File: config.mk
export PLATFORM = sky130hd
export DESIGN_NAME = multi_stop_color_gradient_unit
export DESIGN_NICKNAME = d
export VERILOG_FILES = /design/src/rtl/mscg_pkg.sv /design/src/rtl/mscg_ram.sv /design/src/rtl/mscg_front.sv /design/src/rtl/mscg_queue.sv /design/src/rtl/mscg_back.sv /design/src/rtl/multi_stop_color_gradient_unit.sv
export SDC_FILE = /design/constraint.sdc
export NUM_CORES = 2
export LEC_CHECK = 0
export BUFFER_PORTS_ARGS = -buffer_cell sky130_fd_sc_hd__buf_2
export CORE_MARGIN = 2
export CORE_UTILIZATION = 65
export CTS_BUF_LIST = sky130_fd_sc_hd__clkbuf_4 sky130_fd_sc_hd__clkbuf_8
export CTS_CLUSTER_DIAMETER = 120
export DETAILED_ROUTE_END_ITERATION = 8
export PLACE_DENSITY = 0.79
export SKIP_CTS_REPAIR_TIMING = 1
export SLEW_MARGIN = 25
export SYNTH_ARGS = -nofsm -noshare
export SYNTH_HDL_FRONTEND = slang
export SYNTH_SLANG_ARGS = --single-unit
File: constraint.sdc
create_clock -name i_clk -period 8.7 [get_ports i_clk]
set_input_delay 2.175 -clock i_clk [delete_from_list [all_inputs] [get_ports i_clk]]
set_output_delay 2.175 -clock i_clk [all_outputs]
set_load 0.005 [all_outputs]
File: src/rtl/mscg_pkg.sv
// ============================================================================
// mscg_pkg: shared definitions for the color gradient unit
// Register indexes, field widths and the byte lane masks of an 0xRRGGBB word.
// ============================================================================
package mscg_pkg;

    localparam int COLOR_W = 24;
    localparam int COUNT_W = 3;

    localparam logic [COUNT_W-1:0] COUNT_RESET = 3'd2;
    localparam logic [COUNT_W-1:0] COUNT_MIN   = 3'd2;

    // Register indexes of the configuration port.
    localparam int REG_STOP_COUNT   = 0;
    localparam int REG_STOP_COLOR_0 = 1;

    localparam int NUM_LANES = 3;

    localparam logic [COLOR_W-1:0] LANE_MASK [NUM_LANES] = '{
        24'hFF0000,
        24'h00FF00,
        24'h0000FF
    };

endpackage

File: src/rtl/mscg_ram.sv
// ============================================================================
// mscg_ram: generic RAM with one write port and two registered read ports
// The read data of both ports is registered and follows the address in the next cycle.
// ============================================================================
module mscg_ram #(
    parameter int WIDTH = 24,
    parameter int DEPTH = 6
) (
    input  logic                     i_clk,
    input  logic                     i_we,
    input  logic [$clog2(DEPTH)-1:0] i_waddr,
    input  logic [WIDTH-1:0]         i_wdata,
    input  logic [$clog2(DEPTH)-1:0] i_raddr_a,
    input  logic [$clog2(DEPTH)-1:0] i_raddr_b,
    output logic [WIDTH-1:0]         o_rdata_a,
    output logic [WIDTH-1:0]         o_rdata_b
);

    logic [WIDTH-1:0] r_mem [DEPTH];
    logic [WIDTH-1:0] r_rdata_a;
    logic [WIDTH-1:0] r_rdata_b;

    always_ff @(posedge i_clk) begin
        if (i_we) begin
            r_mem[i_waddr] <= i_wdata;
        end
        r_rdata_a <= r_mem[i_raddr_a];
        r_rdata_b <= r_mem[i_raddr_b];
    end

    assign o_rdata_a = r_rdata_a;
    assign o_rdata_b = r_rdata_b;

endmodule

File: src/rtl/mscg_front.sv
// ============================================================================
// mscg_front: position intake and segment classification
// Clamps the position, scales it by the segment count and splits it into a
// segment number and a blend fraction that go to the queue.
// ============================================================================
module mscg_front #(
    parameter int MAX_STOPS = 6,
    parameter int FRAC_BITS = 16
) (
    input  logic                                     i_start,
    input  logic signed [FRAC_BITS+1:0]              i_position,
    input  logic [mscg_pkg::COUNT_W-1:0]             i_stop_count,
    input  logic                                     i_queue_full,
    output logic                                     o_busy,
    output logic                                     o_push,
    output logic [$clog2(MAX_STOPS)+FRAC_BITS-1:0]   o_entry
);

    localparam int AW = $clog2(MAX_STOPS);
    localparam int SW = FRAC_BITS + 3;

    logic [mscg_pkg::COUNT_W-1:0] count_c;
    logic [mscg_pkg::COUNT_W-1:0] count_m1;
    logic [mscg_pkg::COUNT_W-1:0] count_m2;
    logic [FRAC_BITS-1:0]         pos_c;
    logic [SW-1:0]                scaled;
    logic [2:0]                   seg_raw;
    logic [2:0]                   seg_c;

    always_comb begin
        // Out of range stop counts fall back to the nearest legal count.
        if (i_stop_count < mscg_pkg::COUNT_MIN) begin
            count_c = mscg_pkg::COUNT_MIN;
        end else if (i_stop_count > mscg_pkg::COUNT_W'(MAX_STOPS)) begin
            count_c = mscg_pkg::COUNT_W'(MAX_STOPS);
        end else begin
            count_c = i_stop_count;
        end
        count_m1 = count_c - 3'd1;
        count_m2 = count_c - 3'd2;

        // Negative positions go to zero, positions of one or more to just below one.
        if (i_position[FRAC_BITS+1]) begin
            pos_c = '0;
        end else if (i_position[FRAC_BITS]) begin
            pos_c = '1;
        end else begin
            pos_c = i_position[FRAC_BITS-1:0];
        end

        scaled  = SW'(pos_c) * SW'(count_m1);
        seg_raw = scaled[SW-1:FRAC_BITS];
        seg_c   = (seg_raw > count_m2) ? count_m2 : seg_raw;
    end

    assign o_busy  = i_queue_full;
    assign o_push  = i_start && !i_queue_full;
    assign o_entry = {seg_c[AW-1:0], scaled[FRAC_BITS-1:0]};

endmodule

File: src/rtl/mscg_queue.sv
// ============================================================================
// mscg_queue: two-entry queue between intake and blend pipeline
// Push and pop may happen in the same cycle.
// ============================================================================
module mscg_queue #(
    parameter int WIDTH = 19
) (
    input  logic             i_clk,
    input  logic             i_rst_n,
    input  logic             i_push,
    input  logic [WIDTH-1:0] i_data,
    input  logic             i_pop,
    output logic [WIDTH-1:0] o_data,
    output logic             o_full,
    output logic             o_empty
);

    logic [WIDTH-1:0] r_mem [2];
    logic             r_wptr;
    logic             r_rptr;
    logic [1:0]       r_count;
    logic [1:0]       n_count;
    logic             do_push;
    logic             do_pop;

    assign o_full  = (r_count == 2'd2);
    assign o_empty = (r_count == 2'd0);
    assign do_push = i_push && !o_full;
    assign do_pop  = i_pop && !o_empty;
    assign o_data  = r_mem[r_rptr];

    always_comb begin
        n_count = r_count + {1'b0, do_push} - {1'b0, do_pop};
    end

    always_ff @(posedge i_clk) begin
        if (!i_rst_n) begin
            r_wptr  <= 1'b0;
            r_rptr  <= 1'b0;
            r_count <= 2'd0;
        end else begin
            r_count <= n_count;
            if (do_push) begin
                r_wptr <= ~r_wptr;
            end
            if (do_pop) begin
                r_rptr <= ~r_rptr;
            end
        end
    end

    always_ff @(posedge i_clk) begin
        if (do_push) begin
            r_mem[r_wptr] <= i_data;
        end
    end

endmodule

File: src/rtl/mscg_back.sv
// ============================================================================
// mscg_back: stop lookup and per-lane blend pipeline
// Reads the two stops of a segment, multiplies each lane difference by the
// fraction, then truncates toward zero, adds and merges the lanes.
// ============================================================================
module mscg_back #(
    parameter int MAX_STOPS = 6,
    parameter int FRAC_BITS = 16
) (
    input  logic                                   i_clk,
    input  logic                                   i_rst_n,
    input  logic                                   i_head_valid,
    input  logic [$clog2(MAX_STOPS)+FRAC_BITS-1:0] i_head,
    output logic                                   o_pop,
    input  logic                                   i_we,
    input  logic [$clog2(MAX_STOPS)-1:0]           i_waddr,
    input  logic [mscg_pkg::COLOR_W-1:0]           i_wdata,
    input  logic [MAX_STOPS-1:0]                   i_stop_valid,
    output logic                                   o_done,
    output logic [mscg_pkg::COLOR_W-1:0]           o_color
);

    localparam int AW = $clog2(MAX_STOPS);
    localparam int CW = mscg_pkg::COLOR_W;
    localparam int NL = mscg_pkg::NUM_LANES;
    localparam int PW = CW + FRAC_BITS + 2;

    logic [AW-1:0]        seg_a;
    logic [AW-1:0]        seg_b;
    logic [CW-1:0]        rd_a;
    logic [CW-1:0]        rd_b;
    logic [CW-1:0]        col_a;
    logic [CW-1:0]        col_b;

    logic                 r_s1_valid;
    logic [FRAC_BITS-1:0] r_s1_t;
    logic                 r_s1_va;
    logic                 r_s1_vb;

    logic                 r_s2_valid;
    logic [CW-1:0]        r_s2_start;
    logic signed [PW-1:0] r_s2_prod [NL];
    logic signed [PW-1:0] n_s2_prod [NL];

    logic                 r_done;
    logic [CW-1:0]        r_color;
    logic [CW-1:0]        n_color;

    assign o_pop = i_head_valid;
    assign seg_a = i_head[AW+FRAC_BITS-1:FRAC_BITS];
    assign seg_b = seg_a + AW'(1);

    mscg_ram #(
        .WIDTH (CW),
        .DEPTH (MAX_STOPS)
    ) u_stops (
        .i_clk     (i_clk),
        .i_we      (i_we),
        .i_waddr   (i_waddr),
        .i_wdata   (i_wdata),
        .i_raddr_a (seg_a),
        .i_raddr_b (seg_b),
        .o_rdata_a (rd_a),
        .o_rdata_b (rd_b)
    );

    // A stop that was never written reads as black.
    assign col_a = r_s1_va ? rd_a : '0;
    assign col_b = r_s1_vb ? rd_b : '0;

    always_comb begin
        logic signed [CW:0]   diff;
        logic signed [PW-1:0] diff_x;
        logic signed [PW-1:0] t_x;
        for (int l = 0; l < NL; l++) begin
            diff = signed'({1'b0, col_b & mscg_pkg::LANE_MASK[l]})
                 - signed'({1'b0, col_a & mscg_pkg::LANE_MASK[l]});
            diff_x = PW'(diff);
            t_x    = PW'(signed'({1'b0, r_s1_t}));
            n_s2_prod[l] = diff_x * t_x;
        end
    end

    always_comb begin
        logic signed [PW-1:0] q_full;
        logic signed [CW:0]   q;
        logic signed [CW+1:0] sum;
        n_color = '0;
        for (int l = 0; l < NL; l++) begin
            q_full = r_s2_prod[l] >>> FRAC_BITS;
            q      = q_full[CW:0];
            // Arithmetic shift floors; negative products with a remainder move up by one.
            if (r_s2_prod[l][PW-1] && (|r_s2_prod[l][FRAC_BITS-1:0])) begin
                q = q + (CW+1)'(1);
            end
            sum = signed'({2'b00, r_s2_start & mscg_pkg::LANE_MASK[l]}) + (CW+2)'(q);
            n_color = n_color | (sum[CW-1:0] & mscg_pkg::LANE_MASK[l]);
        end
    end

    always_ff @(posedge i_clk) begin
        if (!i_rst_n) begin
            r_s1_valid <= 1'b0;
            r_s2_valid <= 1'b0;
            r_done     <= 1'b0;
        end else begin
            r_s1_valid <= i_head_valid;
            r_s2_valid <= r_s1_valid;
            r_done     <= r_s2_valid;
        end
    end

    always_ff @(posedge i_clk) begin
        r_s1_t     <= i_head[FRAC_BITS-1:0];
        r_s1_va    <= i_stop_valid[seg_a];
        r_s1_vb    <= i_stop_valid[seg_b];
        r_s2_start <= col_a;
        r_s2_prod  <= n_s2_prod;
        r_color    <= n_color;
    end

    assign o_done  = r_done;
    assign o_color = r_color;

endmodule

File: src/rtl/multi_stop_color_gradient_unit.sv
// ============================================================================
// multi_stop_color_gradient_unit: multi-stop RGB gradient lookup
// Maps a signed fixed-point position onto a color blended between evenly
// spaced color stops.
// ============================================================================
// Usage:
//   A position is accepted at a rising edge where i_start is high and o_busy
//   is low. The block takes one position every cycle; o_busy only rises if
//   the two-entry queue between intake and blend pipeline were full, which
//   does not happen since the pipeline drains it every cycle.
//   The color of an item is shown on o_color for exactly one cycle, flagged
//   by o_done. The item waits in the queue while the stop memory is read;
//   the read data, the lane products and the result of truncation, add and
//   lane merge are registered in that order. Results come out in order.
//   The receiver cannot stall, so the pipeline never holds an item back.
//   Configuration arrives on its own valid/ready channel; o_cfg_ready is
//   always high. Index 0 sets the stop count, indexes 1 to MAX_STOPS set the
//   stop colors; other indexes are ignored. Write it only while no item is in
//   flight.
//   Reset sets the stop count to two and marks all stops unwritten, so every
//   stop reads as black until it is written. The pipeline is empty after
//   reset.
// ============================================================================
module multi_stop_color_gradient_unit #(
    parameter int MAX_STOPS = 6,
    parameter int FRAC_BITS = 16
) (
    input  logic                                 i_clk,
    input  logic                                 i_rst_n,
    input  logic                                 i_start,
    output logic                                 o_busy,
    input  logic signed [FRAC_BITS+1:0]          i_position,
    output logic                                 o_done,
    output logic [mscg_pkg::COLOR_W-1:0]         o_color,
    input  logic                                 i_cfg_valid,
    output logic                                 o_cfg_ready,
    input  logic [$clog2(MAX_STOPS+1)-1:0]       i_cfg_index,
    input  logic [mscg_pkg::COLOR_W-1:0]         i_cfg_data
);

    localparam int AW = $clog2(MAX_STOPS);
    localparam int IW = $clog2(MAX_STOPS + 1);
    localparam int QW = AW + FRAC_BITS;

    // Configuration state: stop count and one valid bit per stop color.
    logic [mscg_pkg::COUNT_W-1:0] r_stop_count;
    logic [MAX_STOPS-1:0]         r_stop_valid;

    logic          cfg_wr;
    logic          color_wr;
    logic [IW-1:0] color_idx;
    logic [AW-1:0] color_addr;

    // Queue between intake and blend pipeline.
    logic          push;
    logic          pop;
    logic [QW-1:0] entry;
    logic [QW-1:0] head;
    logic          q_full;
    logic          q_empty;

    assign o_cfg_ready = 1'b1;
    assign cfg_wr      = i_cfg_valid && o_cfg_ready;

    // Color registers live at indexes just past the stop count register.
    assign color_wr   = cfg_wr
                     && (i_cfg_index >= IW'(mscg_pkg::REG_STOP_COLOR_0))
                     && (i_cfg_index <= IW'(MAX_STOPS));
    assign color_idx  = i_cfg_index - IW'(mscg_pkg::REG_STOP_COLOR_0);
    assign color_addr = color_idx[AW-1:0];

    always_ff @(posedge i_clk) begin
        if (!i_rst_n) begin
            r_stop_count <= mscg_pkg::COUNT_RESET;
            r_stop_valid <= '0;
        end else begin
            if (cfg_wr && (i_cfg_index == IW'(mscg_pkg::REG_STOP_COUNT))) begin
                r_stop_count <= i_cfg_data[mscg_pkg::COUNT_W-1:0];
            end
            if (color_wr) begin
                r_stop_valid[color_addr] <= 1'b1;
            end
        end
    end

    mscg_front #(
        .MAX_STOPS (MAX_STOPS),
        .FRAC_BITS (FRAC_BITS)
    ) u_front (
        .i_start      (i_start),
        .i_position   (i_position),
        .i_stop_count (r_stop_count),
        .i_queue_full (q_full),
        .o_busy       (o_busy),
        .o_push       (push),
        .o_entry      (entry)
    );

    mscg_queue #(
        .WIDTH (QW)
    ) u_queue (
        .i_clk   (i_clk),
        .i_rst_n (i_rst_n),
        .i_push  (push),
        .i_data  (entry),
        .i_pop   (pop),
        .o_data  (head),
        .o_full  (q_full),
        .o_empty (q_empty)
    );

    mscg_back #(
        .MAX_STOPS (MAX_STOPS),
        .FRAC_BITS (FRAC_BITS)
    ) u_back (
        .i_clk        (i_clk),
        .i_rst_n      (i_rst_n),
        .i_head_valid (!q_empty),
        .i_head       (head),
        .o_pop        (pop),
        .i_we         (color_wr),
        .i_waddr      (color_addr),
        .i_wdata      (i_cfg_data),
        .i_stop_valid (r_stop_valid),
        .o_done       (o_done),
        .o_color      (o_color)
    );

endmodule
==> results.sh <==
export IMPL_outcome="finished clean"
export IMPL_drtAntennaViolNets=0
export IMPL_path_clk_slew_ps=60
export IMPL_ys_seq_area_frac=0.2811
export IMPL_core_area_mm2=0.05007
export IMPL_firstDrtPassIters=6
export IMPL_clk_latency_ps=670
export IMPL_reg2reg_from="u_back.r_s1_va"
export IMPL_clock_path_buffers=3
export IMPL_setup_tns_ps=0
export IMPL_fill_cells=3645
export IMPL_synthesis_nets=3976
export IMPL_setup_violations=0
export IMPL_crit_top_cell="fa_1"
export IMPL_route_detailed_drc=0
export IMPL_maxCapViolations=0
export IMPL_end_kind="flop"
export IMPL_numPortBuffers=74
export IMPL_synthTopCellsByArea="fa_1 (26%), edfxtp_1 (17%), dfxtp_1 (12%)"
export IMPL_synthFlopType="dfxtp_1"
export IMPL_period_share=0.9329
export IMPL_gp_congestion=0.8631
export IMPL_cts_root_buf="clkbuf_8"
export IMPL_critPathSlowestCell="fa_1"
export IMPL_yosys_area_top_type="fa_1"
export IMPL_synthMostInstantiatedCell="inv_1"
export IMPL_antenna_found_initial=0
export IMPL_n_antenna_cell=0
export IMPL_arrival_ps=8720
export IMPL_htree_levels=2
export IMPL_required_ps=9300
export IMPL_cts_made_buffers=58
export IMPL_yosysWarnings=0
export IMPL_synth_common_cells="inv_1 (602), fa_1 (429), nand2_1 (364)"
export IMPL_critical_path_max_fanout=16
export IMPL_drive_gt1_frac=0.09883
export IMPL_yosys_cell_types_count=64
export IMPL_drt_initial_drc_count=1249
export IMPL_top_layer="met4"
export IMPL_critPathLaunch="u_back.r_s1_va"
export IMPL_synth_edff_count=182
export IMPL_fmax_mhz=123.2
export IMPL_routed_wl_um=66960
export IMPL_hold_viol_final=0
export IMPL_grt_pass1_wl_um=114600
export IMPL_num_nets_final=4047
export IMPL_cts_tree="yes"
export IMPL_die_w_um=229.0
export IMPL_viasPerCell=5.547
export IMPL_dieArea_mm2=0.05243
export IMPL_wl_met1_um=26790
export IMPL_post_route_min_period_ps=8117
export IMPL_synth_seq_cells=371
export IMPL_clkSinkCount=371
export IMPL_synth_area_mm2=0.03290
export IMPL_initial_core_util=0.6571
export IMPL_grtUsageTotal=0.2684
export IMPL_drt_wirelength_per_cell_um=16.69
export IMPL_grt_pass1_vias=24270
export IMPL_hp_start="u_back.r_s2_valid"
export IMPL_start_kind="flop"
export IMPL_syn_avg_cell_area_um2=10.22
export IMPL_globalRouteOverflowTotal=0
export IMPL_hold_class="flop to flop"
export IMPL_worst_pin_slew_ps=1007
export IMPL_synth_top_area_share=0.2610
export IMPL_rsz0062_at_grt="no"
export IMPL_path_class="flop to flop"
export IMPL_pin_count=76
export IMPL_dp_hpwl_um=50520
export IMPL_vias=22250
export IMPL_grt_max_degree=55
export IMPL_slowest_delay_ps=530
export IMPL_clock_skew_ps=46.68
export IMPL_rows=82
export IMPL_met2_length_um=34550
export IMPL_slew_headroom=0.3290
export IMPL_synthToLayoutAreaGrowth_pct=7.602
export IMPL_wl_met3_um=3872
export IMPL_synth_cells=3219
export IMPL_dieHeight_um=229.0
export IMPL_async_flop_share=0
export IMPL_slew_violations=0
==> cell families after synthesis <==
group	share of synthesized area
and+or+nand+nor	0.1343
adders and majority gates	0.3696
buffers and inverters	0.08214
DFF	0.2811
AOI/OAI and AO/OA	0.04978
xor gates and xnor gates	0.03913
muxes	0.04385
other	0.0001140
==> layout make-up <==
| type | count | area [um^2] | area share |
|---|---|---|---|
| flip-flops and latches | 371 | 9251 | 0.2613 |
| clock inverters | 16 | 135.1 | 0.003817 |
| clock buffers | 93 | 1124 | 0.03174 |
| inverters | 604 | 2267 | 0.06404 |
| repair buffers | 122 | 730.7 | 0.02064 |
| well taps | 672 | 840.8 | 0.02375 |
| multi-input cells | 2133 | 21050 | 0.5947 |
==> sequential cells by signal (all words and copies together) (netlist names), named ones only <==
register,flops
u_back.u_stops.r_mem,144
u_back.r_s2_prod,58
u_queue.r_mem,38
u_back.o_color,24
u_back.r_s2_start,24
u_back.u_stops.o_rdata_a,24
u_back.u_stops.o_rdata_b,24
u_back.r_s1_t,16
r_stop_valid,6
r_stop_count,3
u_queue.r_count,2
u_back.o_done,1
u_back.r_s1_va,1
u_back.r_s1_valid,1
u_back.r_s1_vb,1
u_back.r_s2_valid,1
u_queue.r_rptr,1
u_queue.r_wptr,1
==> critical path: cells and delay by family, from the launching register on <==
| family | cells | cell delay, ps |
|---|---|---|
| flops | 1 | 440 |
| buf+inv | 7 | 740 |
| simple gates | 6 | 710 |
| xor+xnor | 1 | 120 |
| fa+ha+maj | 9 | 3950 |
| compound gates | 11 | 2070 |
==> metrics by stage <==
stage	std cells	area (um^2)	util	setup slack (ps)	hold slack [ps]
CTS	4011	35370	0.7065	364.8	452.4
detailed placement	3902	34110	0.6813	384.3	429.5
floorplan	3219	32900	-	1059	411.8
global placement	3902	34100	0.6812	729.3	419.4
global route	4011	35400	0.7071	90.05	451.6
finish	4011	35400	0.7071	583.4	451.1
==> cells in the final DEF (no fill, tap or decap), types with 10 or more instances in the layout <==
| cell | n |
|---|---|
| buf_2 | 74 |
| nand2_1 | 364 |
| o21a_1 | 19 |
| xnor2_1 | 104 |
| mux2_2 | 21 |
| and2_1 | 210 |
| nand3_1 | 18 |
| dfxtp_1 | 187 |
| o21bai_1 | 19 |
| clkbuf_8 | 68 |
| a21oi_1 | 66 |
| inv_1 | 602 |
| nand2b_1 | 33 |
| ha_1 | 279 |
| mux4_2 | 48 |
| nor2_1 | 193 |
| buf_4 | 48 |
| and3_1 | 13 |
| clkbuf_4 | 25 |
| xor2_1 | 39 |
| o21ai_1 | 12 |
| a21o_1 | 31 |
| a31oi_1 | 31 |
| edfxtp_1 | 182 |
| nor2b_1 | 47 |
| fa_1 | 428 |
| o21ai_0 | 42 |
| nor3_1 | 10 |
==> layer usage <==
metal | vias up | GRT usage
met4 | 0 | 0.09030
li1 | 10250 | -
met3 | 146 | 0.04059
met1 | 11230 | 0.3391
met5 | - | 0
met2 | 628 | 0.4741
==> path summary, 6_finish.rpt <==
check / endpoint / slack (ps) / cells after the start
hold reg to reg: u_back.o_done / 450 / 1
setup / recovery: u_back.r_s2_prod[75] / 580 / 34
hold / removal: u_back.o_done / 450 / 1
setup reg to reg: u_back.r_s2_prod[75] / 580 / 34
Power is not shown: default switching activity piles up to over one toggle a cycle in this logic, so the estimate is an artifact.
